`config.mk`:
```
export PLATFORM = sky130hd
export DESIGN_NAME = angle_kalman_filter_core
export DESIGN_NICKNAME = d
export VERILOG_FILES = /design/src/hdl/akf_pkg.sv /design/src/hdl/angle_kalman_filter_core.sv
export SDC_FILE = /design/constraint.sdc
export NUM_CORES = 2
export LEC_CHECK = 0
export BUFFER_PORTS_ARGS = -buffer_cell sky130_fd_sc_hd__buf_2
export CORE_UTILIZATION = 45
export CTS_CLUSTER_SIZE = 20
export DETAILED_ROUTE_END_ITERATION = 8
export PLACE_DENSITY = 0.57
export SETUP_SLACK_MARGIN = 0.15
export SYNTH_ARGS = -nofsm -noshare
export SYNTH_HDL_FRONTEND = slang
export SYNTH_SLANG_ARGS = --single-unit
```
`constraint.sdc`:
```
create_clock -name i_clk -period 16.3 [get_ports i_clk]
set_input_delay 4.89 -clock i_clk [delete_from_list [all_inputs] [get_ports i_clk]]
set_output_delay 4.89 -clock i_clk [all_outputs]
set_load 0.1 [all_outputs]
```
`src/hdl/akf_pkg.sv`:
```
// Shared types, constants and saturation helpers for the angle Kalman filter.
// No dependencies.
package akf_pkg;

    localparam int W_MEAS  = 25;
    localparam int W_RATE  = 32;
    localparam int W_DT    = 16;
    localparam int W_NOISE = 24;
    localparam int W_ANG   = 32;
    localparam int W_COV   = 48;
    localparam int W_K     = 32;
    localparam int W_MX    = 31;
    localparam int W_MY    = 50;
    localparam int W_ACC   = W_MX + W_MY;
    localparam int W_PROD  = 62;
    localparam int W_DEN   = 49;
    localparam int W_REM   = 50;
    localparam int W_QUO   = 31;
    localparam int W_CNT   = 5;
    localparam logic [W_CNT-1:0] CNT_LAST = W_CNT'(W_MX - 1);

    localparam logic [1:0] REG_ANGLE_Q = 2'd0;
    localparam logic [1:0] REG_BIAS_Q  = 2'd1;
    localparam logic [1:0] REG_MEAS_R  = 2'd2;

    localparam logic [W_NOISE-1:0] RST_ANGLE_Q = 24'd16777;
    localparam logic [W_NOISE-1:0] RST_BIAS_Q  = 24'd50332;
    localparam logic [W_NOISE-1:0] RST_MEAS_R  = 24'd503316;

    typedef enum logic [3:0] {
        ST_IDLE,
        ST_ANG,
        ST_T,
        ST_P00,
        ST_P11,
        ST_K0,
        ST_K1,
        ST_UPD_A,
        ST_UPD_B,
        ST_C00,
        ST_C01,
        ST_C10,
        ST_C11,
        ST_OUT
    } t_state;

    typedef enum logic [1:0] {
        PH_LOAD,
        PH_RUN,
        PH_ROUND,
        PH_WB
    } t_phase;

    typedef enum logic [1:0] {
        SH_8,
        SH_16,
        SH_30
    } t_shift;

    function automatic logic signed [W_ANG-1:0] sat32(input logic signed [63:0] v);
        logic signed [63:0] hi;
        logic signed [63:0] lo;
        hi = 64'sh0000_0000_7FFF_FFFF;
        lo = -hi - 64'sd1;
        if (v > hi) begin
            return hi[W_ANG-1:0];
        end else if (v < lo) begin
            return lo[W_ANG-1:0];
        end
        return v[W_ANG-1:0];
    endfunction

    function automatic logic signed [W_COV-1:0] sat48(input logic signed [63:0] v);
        logic signed [63:0] hi;
        logic signed [63:0] lo;
        hi = 64'sh0000_7FFF_FFFF_FFFF;
        lo = -hi - 64'sd1;
        if (v > hi) begin
            return hi[W_COV-1:0];
        end else if (v < lo) begin
            return lo[W_COV-1:0];
        end
        return v[W_COV-1:0];
    endfunction

endpackage

```
`src/hdl/angle_kalman_filter_core.sv`:
```
// Angle Kalman filter: sequencer, bit-serial multiplier and restoring divider. Uses akf_pkg.
// From request accept to result valid the sequencer runs 10 multiplies, 2 divides and an
// output step; one request in flight, so a new request is taken only after the last result
// is loaded. A result held by the receiver stalls the output load and o_ready with it.
// Each multiply retires one multiplier bit per cycle, each divide one quotient bit.
// Reset (synchronous, active low): estimates, covariance zero, noise at defaults, no result.
module angle_kalman_filter_core (
    input  logic                          i_clk,
    input  logic                          i_rst_n,
    input  logic                          i_valid,
    output logic                          o_ready,
    input  logic signed [akf_pkg::W_MEAS-1:0] i_measured_angle,
    input  logic signed [akf_pkg::W_RATE-1:0] i_gyro_rate,
    input  logic [akf_pkg::W_DT-1:0]      i_time_step,
    output logic                          o_valid,
    input  logic                          i_ready,
    output logic signed [akf_pkg::W_ANG-1:0] o_filtered_angle,
    output logic signed [akf_pkg::W_ANG-1:0] o_bias_estimate,
    input  logic                          psel,
    input  logic                          penable,
    input  logic                          pwrite,
    input  logic [3:0]                    paddr,
    input  logic [31:0]                   pwdata,
    output logic [31:0]                   prdata,
    output logic                          pready
);
    import akf_pkg::*;

    t_state r_state, n_state;
    t_phase r_phase, n_phase;
    logic [W_CNT-1:0] r_cnt;

    logic [W_NOISE-1:0] r_apn, r_bpn, r_mn;
    logic signed [W_ANG-1:0] r_angle, r_bias;
    logic signed [W_COV-1:0] r_cov [4];
    logic r_out_valid;
    logic signed [W_ANG-1:0] r_out_angle, r_out_bias;

    logic signed [W_MEAS-1:0] r_meas;
    logic signed [W_RATE-1:0] r_gyro;
    logic [W_DT-1:0] r_dt;
    logic signed [W_COV-1:0] r_q00, r_q01, r_q10, r_q11;
    logic signed [W_COV:0] r_t;
    logic signed [W_ANG-1:0] r_ang;
    logic signed [W_K-1:0] r_k0, r_k1;

    logic [W_MX-1:0] r_mx;
    logic [W_MY-1:0] r_my;
    logic [W_ACC-1:0] r_acc;
    logic r_mneg;
    logic signed [W_PROD-1:0] r_prod;

    logic [W_DEN-1:0] r_den;
    logic r_den_neg;
    logic [W_REM-1:0] r_rem;
    logic [W_QUO-1:0] r_quo;
    logic r_dneg, r_dzero, r_dsat;

    logic is_div, out_load, cfg_wr;
    t_state op_next;
    t_shift sh;
    logic signed [32:0] xsrc, xmag;
    logic signed [51:0] ysrc, ymag;
    logic signed [51:0] rate, inner, innov;
    logic [W_MY:0] mstep;
    logic [W_ACC:0] rnd, shd;
    logic [60:0] pmag;
    logic signed [W_PROD-1:0] prod;
    logic signed [W_COV-1:0] nsrc;
    logic [W_COV-1:0] nmag;
    logic [W_REM-1:0] dsub;
    logic dge;
    logic [W_QUO-1:0] fq;
    logic signed [W_K-1:0] kval;
    logic signed [W_COV+1:0] ssum;
    logic signed [63:0] wsum0, wsum1, wsum2;

    assign pready = 1'b1;
    assign cfg_wr = psel && penable && pwrite && pready;
    assign o_valid = r_out_valid;
    assign o_filtered_angle = r_out_angle;
    assign o_bias_estimate = r_out_bias;

    always_comb begin
        unique case (paddr[3:2])
            REG_ANGLE_Q: prdata = {8'b0, r_apn};
            REG_BIAS_Q:  prdata = {8'b0, r_bpn};
            REG_MEAS_R:  prdata = {8'b0, r_mn};
            default:     prdata = 32'b0;
        endcase
    end

    // operation order
    always_comb begin
        unique case (r_state)
            ST_ANG:   op_next = ST_T;
            ST_T:     op_next = ST_P00;
            ST_P00:   op_next = ST_P11;
            ST_P11:   op_next = ST_K0;
            ST_K0:    op_next = ST_K1;
            ST_K1:    op_next = ST_UPD_A;
            ST_UPD_A: op_next = ST_UPD_B;
            ST_UPD_B: op_next = ST_C00;
            ST_C00:   op_next = ST_C01;
            ST_C01:   op_next = ST_C10;
            ST_C10:   op_next = ST_C11;
            ST_C11:   op_next = ST_OUT;
            default:  op_next = ST_IDLE;
        endcase
    end

    // next state
    always_comb begin
        n_state = r_state;
        n_phase = r_phase;
        unique case (r_state)
            ST_IDLE: begin
                if (i_valid) begin
                    n_state = ST_ANG;
                    n_phase = PH_LOAD;
                end
            end
            ST_OUT: begin
                if (out_load) begin
                    n_state = ST_IDLE;
                end
            end
            default: begin
                unique case (r_phase)
                    PH_LOAD: n_phase = PH_RUN;
                    PH_RUN: begin
                        if (r_cnt == CNT_LAST) begin
                            n_phase = is_div ? PH_WB : PH_ROUND;
                        end
                    end
                    PH_ROUND: n_phase = PH_WB;
                    PH_WB: begin
                        n_phase = PH_LOAD;
                        n_state = op_next;
                    end
                    default: n_phase = PH_LOAD;
                endcase
            end
        endcase
    end

    // control outputs
    always_comb begin
        o_ready  = (r_state == ST_IDLE);
        is_div   = (r_state == ST_K0) || (r_state == ST_K1);
        out_load = (r_state == ST_OUT) && (!r_out_valid || i_ready);
        unique case (r_state)
            ST_ANG, ST_T, ST_P00: sh = SH_16;
            ST_P11:               sh = SH_8;
            default:              sh = SH_30;
        endcase
    end

    // multiplier operands
    always_comb begin
        rate  = 52'(r_gyro) - 52'(r_bias);
        inner = 52'(r_t) - 52'(r_q01) - 52'(r_q10) + $signed({20'b0, r_apn, 8'b0});
        innov = 52'(r_meas) - 52'(r_ang);
        xsrc = 33'sd0;
        ysrc = 52'sd0;
        unique case (r_state)
            ST_ANG: begin
                xsrc = $signed({17'b0, r_dt});
                ysrc = rate;
            end
            ST_T: begin
                xsrc = $signed({17'b0, r_dt});
                ysrc = 52'(r_q11);
            end
            ST_P00: begin
                xsrc = $signed({17'b0, r_dt});
                ysrc = inner;
            end
            ST_P11: begin
                xsrc = $signed({17'b0, r_dt});
                ysrc = $signed({28'b0, r_bpn});
            end
            ST_UPD_A: begin
                xsrc = 33'(r_k0);
                ysrc = innov;
            end
            ST_UPD_B: begin
                xsrc = 33'(r_k1);
                ysrc = innov;
            end
            ST_C00: begin
                xsrc = 33'(r_k0);
                ysrc = 52'(r_q00);
            end
            ST_C01: begin
                xsrc = 33'(r_k0);
                ysrc = 52'(r_q01);
            end
            ST_C10: begin
                xsrc = 33'(r_k1);
                ysrc = 52'(r_q00);
            end
            ST_C11: begin
                xsrc = 33'(r_k1);
                ysrc = 52'(r_q01);
            end
            default: begin
                xsrc = 33'sd0;
                ysrc = 52'sd0;
            end
        endcase
        xmag = xsrc[32] ? -xsrc : xsrc;
        ymag = ysrc[51] ? -ysrc : ysrc;
    end

    // multiplier step, rounding and clamp
    always_comb begin
        mstep = {1'b0, r_acc[W_ACC-1:W_MX]} + (r_mx[0] ? {1'b0, r_my} : '0);
        case (sh)
            SH_8: begin
                rnd = {1'b0, r_acc} + (W_ACC+1)'(128);
                shd = rnd >> 8;
            end
            SH_16: begin
                rnd = {1'b0, r_acc} + (W_ACC+1)'(32768);
                shd = rnd >> 16;
            end
            default: begin
                rnd = {1'b0, r_acc} + (W_ACC+1)'(536870912);
                shd = rnd >> 30;
            end
        endcase
        pmag = (shd > ((W_ACC+1)'(1) << 60)) ? (61'(1) << 60) : shd[60:0];
        prod = r_mneg ? -$signed({1'b0, pmag}) : $signed({1'b0, pmag});
    end

    // divider, gain sign and update sums
    always_comb begin
        nsrc = (r_state == ST_K1) ? r_q10 : r_q00;
        nmag = nsrc[W_COV-1] ? W_COV'(-nsrc) : W_COV'(nsrc);
        dge  = r_rem >= {1'b0, r_den};
        dsub = r_rem - {1'b0, r_den};
        if (r_dzero) begin
            fq = '0;
        end else if (r_dsat) begin
            fq = '1;
        end else begin
            fq = r_quo;
        end
        kval = r_dneg ? -$signed({1'b0, fq}) : $signed({1'b0, fq});
        ssum = (W_COV+2)'(r_q00) + $signed({18'b0, r_mn, 8'b0});
        wsum0 = 64'(r_angle) + 64'(r_prod);
        wsum1 = 64'(r_q00) + 64'(r_prod);
        wsum2 = 64'(r_q11) + 64'(r_prod);
    end

    always_ff @(posedge i_clk) begin
        if (!i_rst_n) begin
            r_state     <= ST_IDLE;
            r_phase     <= PH_LOAD;
            r_out_valid <= 1'b0;
            r_apn       <= RST_ANGLE_Q;
            r_bpn       <= RST_BIAS_Q;
            r_mn        <= RST_MEAS_R;
            r_angle     <= '0;
            r_bias      <= '0;
            r_cov[0]    <= '0;
            r_cov[1]    <= '0;
            r_cov[2]    <= '0;
            r_cov[3]    <= '0;
        end else begin
            r_state <= n_state;
            r_phase <= n_phase;
            if (cfg_wr) begin
                case (paddr[3:2])
                    REG_ANGLE_Q: r_apn <= pwdata[W_NOISE-1:0];
                    REG_BIAS_Q:  r_bpn <= pwdata[W_NOISE-1:0];
                    REG_MEAS_R:  r_mn  <= pwdata[W_NOISE-1:0];
                    default:     ;
                endcase
            end
            if (out_load) begin
                r_out_valid <= 1'b1;
            end else if (i_ready) begin
                r_out_valid <= 1'b0;
            end
            if (r_phase == PH_WB) begin
                case (r_state)
                    ST_UPD_A: r_angle  <= sat32(64'(r_ang) + 64'(r_prod));
                    ST_UPD_B: r_bias   <= sat32(64'(r_bias) + 64'(r_prod));
                    ST_C00:   r_cov[0] <= sat48(64'(r_q00) - 64'(r_prod));
                    ST_C01:   r_cov[1] <= sat48(64'(r_q01) - 64'(r_prod));
                    ST_C10:   r_cov[2] <= sat48(64'(r_q10) - 64'(r_prod));
                    ST_C11:   r_cov[3] <= sat48(64'(r_q11) - 64'(r_prod));
                    default:  ;
                endcase
            end
        end
    end

    always_ff @(posedge i_clk) begin
        if (out_load) begin
            r_out_angle <= r_angle;
            r_out_bias  <= r_bias;
        end
        if (o_ready && i_valid) begin
            r_meas <= i_measured_angle;
            r_gyro <= i_gyro_rate;
            r_dt   <= i_time_step;
            r_q00  <= r_cov[0];
            r_q01  <= r_cov[1];
            r_q10  <= r_cov[2];
            r_q11  <= r_cov[3];
        end
        if (r_state != ST_IDLE && r_state != ST_OUT) begin
            case (r_phase)
                PH_LOAD: begin
                    r_cnt  <= '0;
                    r_mx   <= xmag[W_MX-1:0];
                    r_my   <= ymag[W_MY-1:0];
                    r_mneg <= xsrc[32] ^ ysrc[51];
                    r_acc  <= '0;
                    r_rem  <= {2'b0, nmag};
                    r_quo  <= '0;
                    r_dneg <= nsrc[W_COV-1] ^ r_den_neg;
                    r_dzero <= (r_den == '0);
                    r_dsat <= {2'b0, nmag} >= {r_den, 1'b0};
                end
                PH_RUN: begin
                    r_cnt <= r_cnt + 1'b1;
                    r_acc <= {mstep, r_acc[W_MX-1:1]};
                    r_mx  <= r_mx >> 1;
                    r_rem <= {(dge ? dsub[W_REM-2:0] : r_rem[W_REM-2:0]), 1'b0};
                    r_quo <= {r_quo[W_QUO-2:0], dge};
                end
                PH_ROUND: begin
                    r_prod <= prod;
                end
                default: begin
                    case (r_state)
                        ST_ANG: r_ang <= sat32(wsum0);
                        ST_T:   r_t   <= r_prod[W_COV:0];
                        ST_P00: r_q00 <= sat48(wsum1);
                        ST_P11: begin
                            r_q11     <= sat48(wsum2);
                            r_q01     <= sat48(64'(r_q01) - 64'(r_t));
                            r_q10     <= sat48(64'(r_q10) - 64'(r_t));
                            r_den     <= ssum[W_COV+1] ? W_DEN'(-ssum) : W_DEN'(ssum);
                            r_den_neg <= ssum[W_COV+1];
                        end
                        ST_K0:  r_k0 <= kval;
                        ST_K1:  r_k1 <= kval;
                        default: ;
                    endcase
                end
            endcase
        end
    end

endmodule

```
==> key figures <==
Run status
  – Status: finished, violations left
  – Violated checks: capacitance limit, slew limit

Clock tree
  – Setup Buffers After CTS: 0
  – CTS tree: yes
  – CTS Root Cell: clkbuf_16
  – Clock Latency Late Sink: 850 ps
  – Max Buffers Root-to-Sink: 3
  – TritonCTS Buffers: 151
  – # resized after CTS: 0
  – Worst-path clk slew: 60 ps
  – H-tree levels: 4
  – Num Clock Sinks: 1,170
  – CTS Hold Bufs: 0

Floorplan
  – Initial core utilization: 45.4%
  – Die ar.: 256,000 sq um
  – Rows: 184
  – Die Wd: 506 um
  – I/O pin cnt: 215
  – Die extent in y: 506 um
  – Core Box Area: 252,000 sq um

Critical path
  – Flop2flop setup slack: 7210 ps
  – Worst Path Required: 11,410 ps
  – Crit Path Max Fanout: 29
  – Crit path kind: input pin to primary output
  – Startpoint class of the critical path: input pin
  – Critical path capture point: prdata[23]
  – Critical Path Start: paddr[3]
  – CP Capture Type: primary output
  – Cell count of the worst reg-to-reg path: 24
  – FF-to-FF End: r_prod[54]
  – Arrival @ worst endpoint: 7240 ps
  – RR Startpoint: r_acc[59]

Routing
  – Via Count: 112,000
  – Routed Antenna Nets: 0
  – Vias/cell: 6.50
  – Initial DRC count: 11,700
  – Routed wire length: 496,000 um
  – Per-cell routed wire length: 28.7 um
  – Drt drc: 0
  – DR pass1 iterations: 7

Power
  – Leak: 50.1 nW
  – Power density cells: 111 nW/um^2
  – Total power: 0.0137 W
  – IR drop worst, VDD: 0.000104 V

Logic synthesis
  – Commonest cells post-synth: a21oi_1, nand2_1, nor2_1
  – Synth cell types: 112
  – Mapped Cells: 13,900
  – Post-Syn Area: 114,000 sq um
  – Yosys Warn Count: 0
  – Top FF cell, synth: edfxtp_1
  – Syn_area_per_cell: 8.21 sq um
  – Share of the synthesized area in the top cell type: 21.8%
  – Register bit total from synthesis: 1,170
  – Count leader, synth: a21oi_1
  – Synth top area cells: edfxtp_1, ha_1, dfxtp_1, a21oi_1, xnor2_1
  – Leading area contributor after synthesis: edfxtp_1
  – Share of synthesized registers carrying an async set or reset: 0%
  – Post-synth EDFFs: 831
  – Sequential area share after synthesis: 27.7%

Cells and area
  – Share of layout cells above drive strength 1: 6.37%
  – Final Util: 49.2%
  – Area growth syn-to-layout: 8.33%
  – # nets final: 15,000
  – Fillers: 24,200

Global routing
  – Vias in the first global route: 106,000
  – Initial antenna violation count: 42
  – First-pass GRT wire length: 710,000 um
  – Total track usage: 37.3%
  – Grt total ovfl: 0
  – Largest net degree at the start of global routing: 109

Timing
  – Max-slew violation count: 2
  – Worst Skew: 45.1 ps
  – Slew HR: -5.24%
  – Finish-stage setup viols: 0
  – Maximum operating frequency: 82.5 MHz
  – Final hold violations: 0
  – Final period utilization: 74.4%
  – Minimum clock period: 12,130 ps
  – Setup TNS: 0 ps
  – RSZ-0062 raised after global routing: no
  – Slew @ Worst Pin: 1570 ps
  – Minimum hold slack: 464 ps

Min path
  – Worst hold path class: flip-flop to flip-flop

Job
  – Max-cap violations: 1

Placement
  – Placer Congestion: 1.05
  – Dpl hpwl: 395,000 um
  – PortBufs: 195
[stage by stage]
stage / worst slack [ps] / instances / area [sq um]
final: 4170 / 17300 / 124000
after CTS: 4240 / 17200 / 124000
after floorplan: 3460 / 13900 / 114000
after global placement: 4220 / 17000 / 119000
after detailed placement: 4250 / 17000 / 119000
after global routing: 4140 / 17300 / 124000
[worst min-delay path by stage]
stage / from / end / slack, ps / cells past startpoint
floorplan: r_angle[0] / o_filtered_angle[0] / 430 / 0
detailed placement: r_angle[0] / o_filtered_angle[0] / 440 / 0
CTS: r_angle[0] / o_filtered_angle[0] / 460 / 0
global placement: r_angle[0] / o_filtered_angle[0] / 440 / 0
finish: r_angle[0] / o_filtered_angle[0] / 460 / 0
global route: r_angle[0] / o_filtered_angle[0] / 480 / 0
[area by class of cell]
class	instances	area (sq um)	area share (%)
Multi-Input combinational cell	11300	77400	62.4
Sequential cell	1170	31700	25.6
Tap cell	3348	4190	3.38
Clock buffer	191	4090	3.30
Inverter	726	2740	2.21
Timing Repair Buffer	412	2620	2.11
Clock inverter	90	1110	0.895
Antenna cell	23	57.6	0.0464
[critical path, stage by stage]
cell and delay [ps]:
buf_2 80, buf_4 340, nor2b_2 530, buf_4 350, nand2_1 100, o21ai_0 350
buf_2 570
[per-layer routing]
metal	wire length, um	up-vias	GRT usage (%)
li1	-	51200	-
met1	204000	54600	48.3
met2	217000	5349	58.5
met3	41900	1004	6.20
met4	32800	16	21.5
met5	96	-	0
[logic make-up (layout without fill, tap and decap cells)]
group | after synthesis | in the layout | share of synthesized area, %
xor+xnor | 1104 | 1104 | 8.46
flops | 1170 | 1170 | 27.7
other cells | 2 | 33 | 0.00656
fa+ha+maj | 1074 | 1074 | 12.3
mux | 296 | 296 | 2.61
simple gates | 4414 | 4414 | 19.0
buf+inv | 1479 | 1419 | 4.98
compound gates | 4402 | 4402 | 24.9
[sequential cells by signal, indices dropped and copies added, names as in the netlist, 48 cells and up]
register	count
r_q00	48
r_den	49
r_my	50
r_rem	50
r_q10	48
r_prod	62
r_acc	74
r_q11	48
r_cov	192
r_q01	48
r_t	49
[power breakdown]
group	switching (W)	total [W]	leakage (nW)	internal (W)
combinational	0.00402	0.00626	37.0	0.00223
clock	0.00153	0.00357	2.51	0.00205
sequential	0.000404	0.00391	10.6	0.00351
[layout by cell type (no fill, tap or decap), types with 154 or more instances in the layout]
master / count
a21oi_1: 1332
nand2_1: 1249
ha_1: 983
nor2_1: 980
o21ai_0: 889
edfxtp_1: 831
xnor2_1: 745
inv_1: 712
a21o_1: 445
nand3_1: 387
xor2_1: 358
dfxtp_1: 336
nor3_1: 321
mux2i_1: 279
nand4_1: 222
buf_4: 217
and2_1: 198
buf_2: 194
o21bai_1: 182
nand2b_1: 170
nor4_1: 157
clkbuf_16: 154
(Power assumes the default switching activity.)
